File: src/sv/linear_adsr_cutoff_envelope_top_assert.svh
// Assertion macros shared by the envelope RTL.
// Depends on nothing; a file that asserts includes it ahead of its module.
`ifndef LINEAR_ADSR_CUTOFF_ENVELOPE_TOP_ASSERT_SVH
`define LINEAR_ADSR_CUTOFF_ENVELOPE_TOP_ASSERT_SVH
`ifndef SYNTHESIS
// Same-cycle implication, disabled while reset is low.
`define LADSR_ASSERT_IMP(lbl, clk, rst_n, ante, cons, msg) \
    lbl: assert property (@(posedge clk) disable iff (!rst_n) (ante) |-> (cons)) \
        else $error(msg);
// Next-cycle implication, disabled while reset is low.
`define LADSR_ASSERT_NXT(lbl, clk, rst_n, ante, cons, msg) \
    lbl: assert property (@(posedge clk) disable iff (!rst_n) (ante) |=> (cons)) \
        else $error(msg);
`else
`define LADSR_ASSERT_IMP(lbl, clk, rst_n, ante, cons, msg)
`define LADSR_ASSERT_NXT(lbl, clk, rst_n, ante, cons, msg)
`endif
`endif

File: src/sv/ladsr_pkg.sv
// Shared types, codes and helper functions for the ADSR cutoff envelope.
// No dependencies; imported by every module of the block.
package ladsr_pkg;

    localparam int BASE_W     = 15;
    localparam int AMT_W      = 16;
    localparam int SUS_W      = 16;
    localparam int LEN_CFG_W  = 20;
    localparam int CFG_DATA_W = 20;
    localparam int CFG_IDX_W  = 3;
    localparam int OP_W       = 3;
    localparam int PH_W       = 2;
    localparam int W25        = 25;
    localparam int X_W        = 17;
    localparam int PROD_W     = 32;
    localparam int QX_W       = 33;
    localparam int SUM_W      = 34;

    localparam logic [OP_W-1:0] OP_TICK    = 3'd0;
    localparam logic [OP_W-1:0] OP_NOTE    = 3'd1;
    localparam logic [OP_W-1:0] OP_REL_ON  = 3'd2;
    localparam logic [OP_W-1:0] OP_REL_OFF = 3'd3;
    localparam logic [OP_W-1:0] OP_FORCE   = 3'd4;

    localparam logic [PH_W-1:0] PH_ATTACK  = 2'd0;
    localparam logic [PH_W-1:0] PH_DECAY   = 2'd1;
    localparam logic [PH_W-1:0] PH_SUSTAIN = 2'd2;
    localparam logic [PH_W-1:0] PH_RELEASE = 2'd3;

    localparam logic [CFG_IDX_W-1:0] CFG_BASE    = 3'd0;
    localparam logic [CFG_IDX_W-1:0] CFG_AMOUNT  = 3'd1;
    localparam logic [CFG_IDX_W-1:0] CFG_SUSTAIN = 3'd2;
    localparam logic [CFG_IDX_W-1:0] CFG_ATTACK  = 3'd3;
    localparam logic [CFG_IDX_W-1:0] CFG_DECAY   = 3'd4;
    localparam logic [CFG_IDX_W-1:0] CFG_RELEASE = 3'd5;

    // Which of the three segment steps the shared divider is working on.
    localparam logic [1:0] SEL_ATT = 2'd0;
    localparam logic [1:0] SEL_DEC = 2'd1;
    localparam logic [1:0] SEL_REL = 2'd2;

    localparam logic [X_W-1:0] UNITY_Q16 = 17'h10000;

    localparam logic signed [SUM_W-1:0] SAT_HI = SUM_W'(2**(W25-1) - 1);
    localparam logic signed [SUM_W-1:0] SAT_LO = SUM_W'(-(2**(W25-1)));
    localparam logic [QX_W-1:0] QLIM_POS = QX_W'(2**(W25-1) - 1);
    localparam logic [QX_W-1:0] QLIM_NEG = QX_W'(2**(W25-1));

    typedef struct packed {
        logic [BASE_W-1:0]    base;
        logic [AMT_W-1:0]     amt;
        logic [SUS_W-1:0]     sus;
        logic [LEN_CFG_W-1:0] att_len;
        logic [LEN_CFG_W-1:0] dec_len;
        logic [LEN_CFG_W-1:0] rel_len;
    } t_cfg;

    typedef struct packed {
        logic       accept;
        logic       exec;
        logic       mul_load;
        logic       div_start;
        logic       step_store;
        logic [1:0] sel;
    } t_cmd;

    typedef struct packed {
        logic out_free;
        logic note_start;
        logic div_done;
    } t_status;

    function automatic logic signed [W25-1:0] sat25(input logic signed [SUM_W-1:0] v);
        logic signed [W25-1:0] res;
        if (v > SAT_HI) begin
            res = SAT_HI[W25-1:0];
        end else if (v < SAT_LO) begin
            res = SAT_LO[W25-1:0];
        end else begin
            res = v[W25-1:0];
        end
        return res;
    endfunction

endpackage

File: src/sv/linear_adsr_cutoff_envelope_top.sv
// A transaction is captured when accepted and applied in the execute state, which writes its
// result to the output register once that register has room. The input stalls until the
// transaction is done; a note start also holds it while the shared serial divider, one
// quotient bit per cycle, works out each of the three segment steps in turn.
// Reset (synchronous, active low): sustain phase, zero offset and steps, release flag
// clear, registers at their defaults, output empty.
module linear_adsr_cutoff_envelope_top
    import ladsr_pkg::*;
#(
    parameter int LEN_BITS  = 20,
    parameter int FRAC_BITS = 8
) (
    input  logic                  i_clk,
    input  logic                  i_rst_n,
    input  logic                  i_cfg_we,
    input  logic [CFG_IDX_W-1:0]  i_cfg_idx,
    input  logic [CFG_DATA_W-1:0] i_cfg_data,
    input  logic                  i_in_valid,
    output logic                  o_in_stall,
    input  logic [OP_W-1:0]       i_op,
    input  logic [PH_W-1:0]       i_phase_value,
    output logic                  o_out_valid,
    input  logic                  i_out_stall,
    output logic signed [W25-1:0] o_cutoff_q8,
    output logic [PH_W-1:0]       o_phase,
    output logic                  o_release_active
);

    t_cfg    r_cfg;
    t_cmd    cmd;
    t_status status;

    // Writes to an index past the register list fall through and change nothing.
    always_ff @(posedge i_clk) begin
        if (!i_rst_n) begin
            r_cfg.base    <= BASE_W'(1000);
            r_cfg.amt     <= '0;
            r_cfg.sus     <= SUS_W'(32768);
            r_cfg.att_len <= '0;
            r_cfg.dec_len <= '0;
            r_cfg.rel_len <= '0;
        end else if (i_cfg_we) begin
            case (i_cfg_idx)
                CFG_BASE:    r_cfg.base    <= i_cfg_data[BASE_W-1:0];
                CFG_AMOUNT:  r_cfg.amt     <= i_cfg_data[AMT_W-1:0];
                CFG_SUSTAIN: r_cfg.sus     <= i_cfg_data[SUS_W-1:0];
                CFG_ATTACK:  r_cfg.att_len <= i_cfg_data[LEN_CFG_W-1:0];
                CFG_DECAY:   r_cfg.dec_len <= i_cfg_data[LEN_CFG_W-1:0];
                CFG_RELEASE: r_cfg.rel_len <= i_cfg_data[LEN_CFG_W-1:0];
                default: ;
            endcase
        end
    end

    ladsr_ctrl u_ctrl (
        .i_clk      (i_clk),
        .i_rst_n    (i_rst_n),
        .i_in_valid (i_in_valid),
        .o_in_stall (o_in_stall),
        .i_status   (status),
        .o_cmd      (cmd)
    );

    ladsr_dp #(
        .LEN_BITS  (LEN_BITS),
        .FRAC_BITS (FRAC_BITS)
    ) u_dp (
        .i_clk            (i_clk),
        .i_rst_n          (i_rst_n),
        .i_cfg            (r_cfg),
        .i_op             (i_op),
        .i_phase_value    (i_phase_value),
        .i_cmd            (cmd),
        .o_status         (status),
        .o_out_valid      (o_out_valid),
        .i_out_stall      (i_out_stall),
        .o_cutoff_q8      (o_cutoff_q8),
        .o_phase          (o_phase),
        .o_release_active (o_release_active)
    );

endmodule

File: src/sv/ladsr_div.sv
// Restoring serial divider, one quotient bit per cycle.
// Uses ladsr_pkg; instantiated by the envelope datapath.
module ladsr_div
    import ladsr_pkg::*;
#(
    parameter int NUM_W = 24,
    parameter int DEN_W = 20
) (
    input  logic             i_clk,
    input  logic             i_rst_n,
    input  logic             i_start,
    input  logic [NUM_W-1:0] i_num,
    input  logic [DEN_W-1:0] i_den,
    output logic [NUM_W-1:0] o_quo,
    output logic             o_done
);

    localparam int CNT_W = $clog2(NUM_W + 1);

    logic [DEN_W-1:0] r_rem;
    logic [DEN_W-1:0] r_den;
    logic [NUM_W-1:0] r_quo;
    logic [CNT_W-1:0] r_cnt;
    logic             r_busy;
    logic             r_done;

    logic [DEN_W:0]   trial;
    logic [DEN_W:0]   diff;
    logic             fits;
    logic [DEN_W-1:0] n_rem;

    always_comb begin
        trial = {r_rem, r_quo[NUM_W-1]};
        diff  = trial - {1'b0, r_den};
        fits  = (trial >= {1'b0, r_den});
        n_rem = fits ? diff[DEN_W-1:0] : trial[DEN_W-1:0];
    end

    always_ff @(posedge i_clk) begin
        if (i_start) begin
            r_rem <= '0;
            r_quo <= i_num;
            r_den <= i_den;
        end else if (r_busy) begin
            r_rem <= n_rem;
            r_quo <= {r_quo[NUM_W-2:0], fits};
        end
    end

    always_ff @(posedge i_clk) begin
        if (!i_rst_n) begin
            r_busy <= 1'b0;
            r_done <= 1'b0;
            r_cnt  <= '0;
        end else if (i_start) begin
            r_busy <= 1'b1;
            r_done <= 1'b0;
            r_cnt  <= CNT_W'(NUM_W);
        end else if (r_busy) begin
            r_cnt <= r_cnt - CNT_W'(1);
            if (r_cnt == CNT_W'(1)) begin
                r_busy <= 1'b0;
                r_done <= 1'b1;
            end
        end
    end

    assign o_quo  = r_quo;
    assign o_done = r_done;

endmodule

File: src/sv/ladsr_dp.sv
// Envelope datapath: segment counters, offset accumulator, step registers,
// step multiplier with the shared divider, and the result register. Uses ladsr_pkg.
module ladsr_dp
    import ladsr_pkg::*;
#(
    parameter int LEN_BITS  = 20,
    parameter int FRAC_BITS = 8
) (
    input  logic                  i_clk,
    input  logic                  i_rst_n,
    input  t_cfg                  i_cfg,
    input  logic [OP_W-1:0]       i_op,
    input  logic [PH_W-1:0]       i_phase_value,
    input  t_cmd                  i_cmd,
    output t_status               o_status,
    output logic                  o_out_valid,
    input  logic                  i_out_stall,
    output logic signed [W25-1:0] o_cutoff_q8,
    output logic [PH_W-1:0]       o_phase,
    output logic                  o_release_active
);

    localparam int MAG_W  = 16 + FRAC_BITS;
    localparam int WIDE_W = PROD_W + FRAC_BITS;

    // Captured transaction.
    logic [OP_W-1:0] r_op;
    logic [PH_W-1:0] r_pv;

    // Envelope state.
    logic [PH_W-1:0]       r_phase, n_phase;
    logic                  r_rel, n_rel;
    logic signed [W25-1:0] r_offset, n_offset;
    logic [LEN_BITS-1:0]   r_att_left, n_att_left;
    logic [LEN_BITS-1:0]   r_dec_left, n_dec_left;
    logic [LEN_BITS-1:0]   r_rel_left, n_rel_left;
    logic signed [W25-1:0] r_att_step;
    logic signed [W25-1:0] r_dec_step;
    logic signed [W25-1:0] r_rel_step;

    // Result register.
    logic                  r_out_valid;
    logic signed [W25-1:0] r_cut;
    logic [PH_W-1:0]       r_out_phase;
    logic                  r_out_rel;

    // Step computation.
    logic [PROD_W-1:0]   r_prod;
    logic [AMT_W-1:0]    amt_mag;
    logic [X_W-1:0]      x_sel;
    logic [LEN_BITS-1:0] len_sel;
    logic [WIDE_W-1:0]   wide;
    logic [MAG_W-1:0]    div_num;
    logic [MAG_W-1:0]    div_quo;
    logic                div_done;
    logic [QX_W-1:0]     q_ext;
    logic                amt_neg;
    logic signed [W25-1:0] step_val;

    logic [SUM_W-1:0]        base_ext;
    logic signed [SUM_W-1:0] cut_sum;

    always_comb begin
        base_ext = SUM_W'(i_cfg.base) << FRAC_BITS;
        cut_sum  = $signed(base_ext) + SUM_W'(r_offset);
    end

    // Operation applied to the state when the controller issues exec.
    always_comb begin
        n_phase    = r_phase;
        n_rel      = r_rel;
        n_offset   = r_offset;
        n_att_left = r_att_left;
        n_dec_left = r_dec_left;
        n_rel_left = r_rel_left;
        case (r_op)
            OP_TICK: begin
                case (r_phase)
                    PH_ATTACK: begin
                        n_offset = sat25(SUM_W'(r_offset) + SUM_W'(r_att_step));
                        if (r_att_left <= LEN_BITS'(1)) begin
                            n_phase = PH_DECAY;
                        end
                        if (r_att_left != '0) begin
                            n_att_left = r_att_left - LEN_BITS'(1);
                        end
                    end
                    PH_DECAY: begin
                        n_offset = sat25(SUM_W'(r_offset) - SUM_W'(r_dec_step));
                        if (r_dec_left <= LEN_BITS'(1)) begin
                            n_phase = PH_SUSTAIN;
                        end
                        if (r_dec_left != '0) begin
                            n_dec_left = r_dec_left - LEN_BITS'(1);
                        end
                    end
                    PH_SUSTAIN: begin
                        if (r_rel) begin
                            n_phase = PH_RELEASE;
                        end
                    end
                    default: begin
                        // Release only moves the offset while the flag is set.
                        if (r_rel) begin
                            n_offset = sat25(SUM_W'(r_offset) - SUM_W'(r_rel_step));
                        end
                        if (r_rel_left <= LEN_BITS'(1)) begin
                            n_rel = 1'b0;
                        end
                        if (r_rel_left != '0) begin
                            n_rel_left = r_rel_left - LEN_BITS'(1);
                        end
                    end
                endcase
            end
            OP_NOTE: begin
                n_offset   = '0;
                n_phase    = PH_ATTACK;
                n_att_left = LEN_BITS'({{LEN_BITS{1'b0}}, i_cfg.att_len});
                n_dec_left = LEN_BITS'({{LEN_BITS{1'b0}}, i_cfg.dec_len});
                n_rel_left = LEN_BITS'({{LEN_BITS{1'b0}}, i_cfg.rel_len});
            end
            OP_REL_ON:  n_rel = 1'b1;
            OP_REL_OFF: n_rel = 1'b0;
            OP_FORCE:   n_phase = r_pv;
            default: ;
        endcase
    end

    // Step operands: numerator magnitude is |amount| times a Q1.16 fraction.
    always_comb begin
        amt_neg = i_cfg.amt[AMT_W-1];
        amt_mag = amt_neg ? (AMT_W'(0) - i_cfg.amt) : i_cfg.amt;
        case (i_cmd.sel)
            SEL_ATT: begin
                x_sel   = UNITY_Q16;
                len_sel = r_att_left;
            end
            SEL_DEC: begin
                x_sel   = UNITY_Q16 - X_W'(i_cfg.sus);
                len_sel = r_dec_left;
            end
            SEL_REL: begin
                x_sel   = X_W'(i_cfg.sus);
                len_sel = r_rel_left;
            end
            default: begin
                x_sel   = '0;
                len_sel = '0;
            end
        endcase
        // Scale by 2^F and drop the 16 fraction bits of the sustain factor.
        wide    = WIDE_W'(r_prod) << FRAC_BITS;
        div_num = wide[WIDE_W-1:16];
    end

    ladsr_div #(
        .NUM_W (MAG_W),
        .DEN_W (LEN_BITS)
    ) u_div (
        .i_clk   (i_clk),
        .i_rst_n (i_rst_n),
        .i_start (i_cmd.div_start),
        .i_num   (div_num),
        .i_den   (len_sel),
        .o_quo   (div_quo),
        .o_done  (div_done)
    );

    // Sign and saturation of the truncated quotient; a zero length gives a zero step.
    always_comb begin
        q_ext = QX_W'(div_quo);
        if (len_sel == '0) begin
            step_val = '0;
        end else if (amt_neg) begin
            step_val = (q_ext > QLIM_NEG) ? SAT_LO[W25-1:0] : W25'(QX_W'(0) - q_ext);
        end else begin
            step_val = (q_ext > QLIM_POS) ? SAT_HI[W25-1:0] : W25'(q_ext);
        end
    end

    always_ff @(posedge i_clk) begin
        if (i_cmd.accept) begin
            r_op <= i_op;
            r_pv <= i_phase_value;
        end
        if (i_cmd.mul_load) begin
            r_prod <= PROD_W'(amt_mag) * PROD_W'(x_sel);
        end
        if (i_cmd.exec) begin
            r_cut       <= sat25(cut_sum);
            r_out_phase <= n_phase;
            r_out_rel   <= n_rel;
        end
    end

    always_ff @(posedge i_clk) begin
        if (!i_rst_n) begin
            r_phase     <= PH_SUSTAIN;
            r_rel       <= 1'b0;
            r_offset    <= '0;
            r_att_left  <= '0;
            r_dec_left  <= '0;
            r_rel_left  <= '0;
            r_att_step  <= '0;
            r_dec_step  <= '0;
            r_rel_step  <= '0;
            r_out_valid <= 1'b0;
        end else begin
            if (i_cmd.exec) begin
                r_phase     <= n_phase;
                r_rel       <= n_rel;
                r_offset    <= n_offset;
                r_att_left  <= n_att_left;
                r_dec_left  <= n_dec_left;
                r_rel_left  <= n_rel_left;
                r_out_valid <= 1'b1;
            end else if (!i_out_stall) begin
                r_out_valid <= 1'b0;
            end
            if (i_cmd.step_store) begin
                case (i_cmd.sel)
                    SEL_ATT: r_att_step <= step_val;
                    SEL_DEC: r_dec_step <= step_val;
                    SEL_REL: r_rel_step <= step_val;
                    default: ;
                endcase
            end
        end
    end

    assign o_status.out_free   = !r_out_valid || !i_out_stall;
    assign o_status.note_start = (r_op == OP_NOTE);
    assign o_status.div_done   = div_done;

    assign o_out_valid      = r_out_valid;
    assign o_cutoff_q8      = r_cut;
    assign o_phase          = r_out_phase;
    assign o_release_active = r_out_rel;

endmodule

File: src/sv/ladsr_ctrl.sv
// Controller for the envelope: takes a transaction, applies it, and on a
// note start sequences the three step divisions. Uses ladsr_pkg and the assert macros.
`include "linear_adsr_cutoff_envelope_top_assert.svh"
module ladsr_ctrl
    import ladsr_pkg::*;
(
    input  logic    i_clk,
    input  logic    i_rst_n,
    input  logic    i_in_valid,
    output logic    o_in_stall,
    input  t_status i_status,
    output t_cmd    o_cmd
);

    localparam logic [2:0] S_IDLE   = 3'd0;
    localparam logic [2:0] S_EXEC   = 3'd1;
    localparam logic [2:0] S_MUL    = 3'd2;
    localparam logic [2:0] S_DSTART = 3'd3;
    localparam logic [2:0] S_DIV    = 3'd4;
    localparam logic [2:0] S_STORE  = 3'd5;

    logic [2:0] r_state, n_state;
    logic [1:0] r_sel, n_sel;

    always_comb begin
        n_state          = r_state;
        n_sel            = r_sel;
        o_cmd.accept     = 1'b0;
        o_cmd.exec       = 1'b0;
        o_cmd.mul_load   = 1'b0;
        o_cmd.div_start  = 1'b0;
        o_cmd.step_store = 1'b0;
        o_cmd.sel        = r_sel;
        case (r_state)
            S_IDLE: begin
                if (i_in_valid) begin
                    o_cmd.accept = 1'b1;
                    n_state      = S_EXEC;
                end
            end
            S_EXEC: begin
                // The result goes out with the state update, so wait for room.
                if (i_status.out_free) begin
                    o_cmd.exec = 1'b1;
                    if (i_status.note_start) begin
                        n_state = S_MUL;
                        n_sel   = SEL_ATT;
                    end else begin
                        n_state = S_IDLE;
                    end
                end
            end
            S_MUL: begin
                o_cmd.mul_load = 1'b1;
                n_state        = S_DSTART;
            end
            S_DSTART: begin
                o_cmd.div_start = 1'b1;
                n_state         = S_DIV;
            end
            S_DIV: begin
                if (i_status.div_done) begin
                    n_state = S_STORE;
                end
            end
            S_STORE: begin
                o_cmd.step_store = 1'b1;
                if (r_sel == SEL_REL) begin
                    n_state = S_IDLE;
                end else begin
                    n_state = S_MUL;
                    n_sel   = r_sel + 2'd1;
                end
            end
            default: n_state = S_IDLE;
        endcase
    end

    always_ff @(posedge i_clk) begin
        if (!i_rst_n) begin
            r_state <= S_IDLE;
            r_sel   <= SEL_ATT;
        end else begin
            r_state <= n_state;
            r_sel   <= n_sel;
        end
    end

    assign o_in_stall = (r_state != S_IDLE);

    `LADSR_ASSERT_IMP(a_exec_has_room, i_clk, i_rst_n, o_cmd.exec, i_status.out_free, "exec issued while the result register is held")
    `LADSR_ASSERT_NXT(a_div_start_clears, i_clk, i_rst_n, o_cmd.div_start, (!i_status.div_done && r_state == S_DIV), "divider done not cleared by start")
    `LADSR_ASSERT_IMP(a_store_sel_legal, i_clk, i_rst_n, o_cmd.step_store, (r_sel == SEL_ATT || r_sel == SEL_DEC || r_sel == SEL_REL), "step store with an unknown step select")
    `LADSR_ASSERT_NXT(a_note_runs_steps, i_clk, i_rst_n, (o_cmd.exec && i_status.note_start), (r_state == S_MUL && r_sel == SEL_ATT), "note start did not begin the step sequence")

endmodule

File: config.mk
export PLATFORM = sky130hd
export DESIGN_NAME = linear_adsr_cutoff_envelope_top
export DESIGN_NICKNAME = d
export VERILOG_FILES = /design/src/sv/ladsr_pkg.sv /design/src/sv/linear_adsr_cutoff_envelope_top.sv /design/src/sv/ladsr_div.sv /design/src/sv/ladsr_dp.sv /design/src/sv/ladsr_ctrl.sv
export VERILOG_INCLUDE_DIRS = /design/src /design/src/sv
export SDC_FILE = /design/constraint.sdc
export NUM_CORES = 2
export LEC_CHECK = 0
export ABC_CLOCK_PERIOD_IN_PS = 11200
export BUFFER_PORTS_ARGS = -buffer_cell sky130_fd_sc_hd__buf_2
export CORE_ASPECT_RATIO = 1.1
export CORE_UTILIZATION = 36
export CTS_CLUSTER_DIAMETER = 80
export DETAILED_ROUTE_END_ITERATION = 6
export SLEW_MARGIN = 30
export SYNTH_ARGS = -nofsm -noshare
export SYNTH_HDL_FRONTEND = slang
export SYNTH_SLANG_ARGS = --single-unit
File: constraint.sdc
create_clock -name i_clk -period 11.2 [get_ports i_clk]
set_clock_uncertainty 0.05 [all_clocks]
set_input_delay 3.36 -clock i_clk [delete_from_list [all_inputs] [get_ports i_clk]]
set_output_delay 3.36 -clock i_clk [all_outputs]
set_load 0.02 [all_outputs]
==> impl_metrics.tcl <==
set metrics [dict create \
    outcome "finished, violations left" \
    violations "DRC" \
    design_area_sq_um 35800 \
    critPathMaxFanout 15 \
    cp.required_ns 11.46 \
    synth_area_leaders "dfxtp_1 (18%), fa_1 (13%), edfxtp_1 (9.2%)" \
    die_h_um 319 \
    multi_input_area_sq_um 21600 \
    rows 115 \
    synthTopCellsByCount "nand2_1 (741), inv_1 (380), nor2_1 (328)" \
    hold_path_end "r_cfg[9]" \
    power-per-cell-area_nw_per_um2 102 \
    hpwlAfterDp_mm 74.4 \
    hp-start "r_cfg[9]" \
    setup_violations 0 \
    synth.avg_cell_area_sq_um 8.09 \
    io_pins 63 \
    core_sq_um 89900 \
    grt_pass1_vias 27000 \
    fin_crit_ns 8.91 \
    fmax_ghz 0.112 \
    grt_util_all_layers_pct 21.0 \
    synthSimpleGateAreaFrac_pct 20.3 \
    cts_setup_buffers 0 \
    fillers 9252 \
    cts_hold_buf 0 \
    synth_largest_area_cell "dfxtp_1" \
    routedWlPerCell_um 18.8 \
    vias_per_cell 5.36 \
    cts_root_buf "clkbuf_16" \
    synth-xor-area-share_pct 4.11 \
    hp-class "flop to flop" \
    yosys_warnings 0 \
    synth_most_common_cell "nand2_1" \
    initial_core_util_pct 36.5 \
    synth_top_family_by_area "adder cells" \
    postLayoutCoreUtil_pct 39.8 \
    layout.cells.non_filler 5214 \
    synth_compound_area_share_pct 19.0 \
    cap_violations 0 \
    crit_arrival_ns 9.17 \
    p_total_mw 3.65 \
    layout-drive-gt1-share_pct 6.18 \
    placed_area_sq_um 34200 \
    gp_congestion 0.914 \
    finalHoldViolations 0 \
    synth.cell_area_sq_um 32800 \
    synth_fa_ha_area_share_pct 21.4 \
    ys_types 89 \
    synth_nets 4524 \
    regArea_sq_um 9100 \
    grt_pass1_wl_mm 153 \
    hold_slack_ns 0.416 \
    synth_flop_cell "dfxtp_1" \
    r2r_start "r_cfg[76]" \
    dr.pass1.iters 7 \
    clock-sinks 404 \
    synth_mux_area_share_pct 0.648 \
    cts_buffers 44 \
    vdd_ir_drop_max_mv 0.0932 \
    period_share_pct 79.5 \
    nets 4476 \
    synth-async-reset-ratio_pct 0 \
    io_buffers 62 \
    layout_setup_ws_ns 2.29 \
    overflow 0 \
    tightest_slew_ns 0.986 \
    ys_ff_latch 404 \
    cts_tree "yes" \
    regToRegSetupSlack_ns 2.29 \
    clock_latency_ns 0.59 \
    drtIter0Drc 2153 \
    clockBufferDepth 3 \
    crit_type "flop to flop" \
    grt_max_degree 96 \
    r2r_end "u_dp.r_prod[31]" \
    synth-edff-count 101 \
    p_leak_nw 15.1 \
    rr_worst_depth 26 \
    drc_errors 7 \
    min_delay_path_depth 2 \
    post-place-ws_ns 2.39 \
    die_w_um 290 \
    relSlewSlack_pct 33.8 \
    tns_ns 0 \
    area_growth_pct 9.01 \
    yosys.area.top_type_share_pct 18.5 \
    cp-start-kind "flop" \
    synth_cells 4057 \
    clk_pin_slew_ns 0.07 \
    antenna_found_initial 2 \
    rsz0062_at_grt "no" \
    wl_mm 97.8 \
    vias 27900 \
    dp_cells 5133 \
    fp.dieArea_sq_um 92400 \
    detail-route-antenna-nets 0 \
    worstSetupEndpointType "flop" \
    htreeDepth 2 \
    drv_slew 0 \
    postCtsResizedCells 0 \
    ys_seq_area_share_pct 27.7 \
]
layout make-up:
class                      count  area share [%]
multi-input combinational   3067            60.3
sequential                   404            25.4
tap                         1170            4.09
inverter                     383            4.02
clock buffer                  63            3.68
timing repair buffer         109            1.87
clock inverter                17           0.643
antenna                        1         0.00699
placed cells by master (no fill, tap or decap), types with 14 or more instances in the layout:
cell	netlist	layout
a211oi_1	16	16
a21boi_0	148	147
a21o_1	44	44
a21oi_1	248	248
a222oi_1	21	21
a31oi_1	40	39
and2_1	105	104
and3_1	22	22
buf_2	15	61
buf_4	3	47
clkbuf_16	0	47
dfxtp_1	303	303
edfxtp_1	101	101
fa_1	211	211
ha_1	223	223
inv_1	380	380
mux2i_1	19	19
nand2_1	741	738
nand2b_1	25	25
nand3_1	47	47
nand4_1	21	21
nor2_1	328	328
nor2b_1	33	33
nor3_1	68	66
nor4_1	24	24
o211ai_1	18	18
o21a_1	29	29
o21ai_0	229	227
o221a_2	18	18
o41ai_1	22	22
or2_2	14	14
or3_1	32	32
xnor2_1	98	97
xor2_1	56	56
kinds of logic after synthesis:
family,after synthesis
fa+ha+maj,434
flops,404
xor+xnor,154
simple gates,1498
compound gates,960
mux,21
buf+inv,586
worst max path at each step:
stage	start	end	slack [ns]	cells after the start
floorplan	u_ctrl.r_sel[0]	u_dp.r_prod[31]	2.99	29
global placement	r_cfg[76]	u_dp.r_prod[31]	2.50	26
detailed placement	r_cfg[76]	u_dp.r_prod[31]	2.39	26
CTS	r_cfg[76]	u_dp.r_prod[31]	2.32	26
global route	r_cfg[76]	u_dp.r_prod[31]	1.79	26
finish	r_cfg[76]	u_dp.r_prod[31]	2.29	26
worst max-delay path, stage by stage, from the launching register on:
cell      delay (ns)
dfxtp_1         0.51
nor3_1          0.26
nand2_1         0.13
or3_1           0.33
or2_2           0.33
o41ai_1         0.47
xor2_1          0.73
nor2_1          0.14
fa_1            0.49
fa_1            0.53
fa_1            0.55
fa_1            0.52
fa_1            0.54
inv_1           0.05
fa_1            0.53
inv_1           0.04
ha_1            0.35
a21o_1          0.19
a21o_1          0.16
a21oi_1         0.22
nor2_1          0.07
a211oi_1        0.25
a31oi_1         0.20
o21ai_0         0.24
a21oi_1         0.16
o41ai_1         0.44
xnor2_1         0.13
sequential cells by signal, indices dropped and copies added, names as in the netlist, 2 cells and up:
name,flops
u_dp.o_cutoff_q8,25
u_dp.u_div.o_quo,24
u_dp.r_pv,2
u_dp.u_div.r_rem,20
u_dp.r_att_left,20
u_ctrl.r_state,3
u_dp.u_div.r_cnt,5
r_cfg,107
u_dp.r_att_step,25
u_dp.r_dec_step,25
u_dp.r_rel_step,25
u_dp.r_op,3
u_dp.u_div.r_den,20
u_dp.r_dec_left,20
u_ctrl.r_sel,2
u_dp.r_phase,2
u_dp.r_prod,24
u_dp.r_rel_left,20
u_dp.r_offset,25
u_dp.o_phase,2
routing by layer:
metal	track usage (%)	vias up	wire length (um)
met5	0	-	0
li1	-	13600	-
met2	33.8	754	43900
met3	3.12	174	5910
met4	8.82	0	4150
met1	28.0	13400	43800
power breakdown:
| group | switching (mW) | internal [mW] |
|---|---|---|
| Sequential | 0.0421 | 1.53 |
| Clock | 0.645 | 0.920 |
| Combinational | 0.336 | 0.177 |
Note: power is estimated with default switching activity, not from simulation.
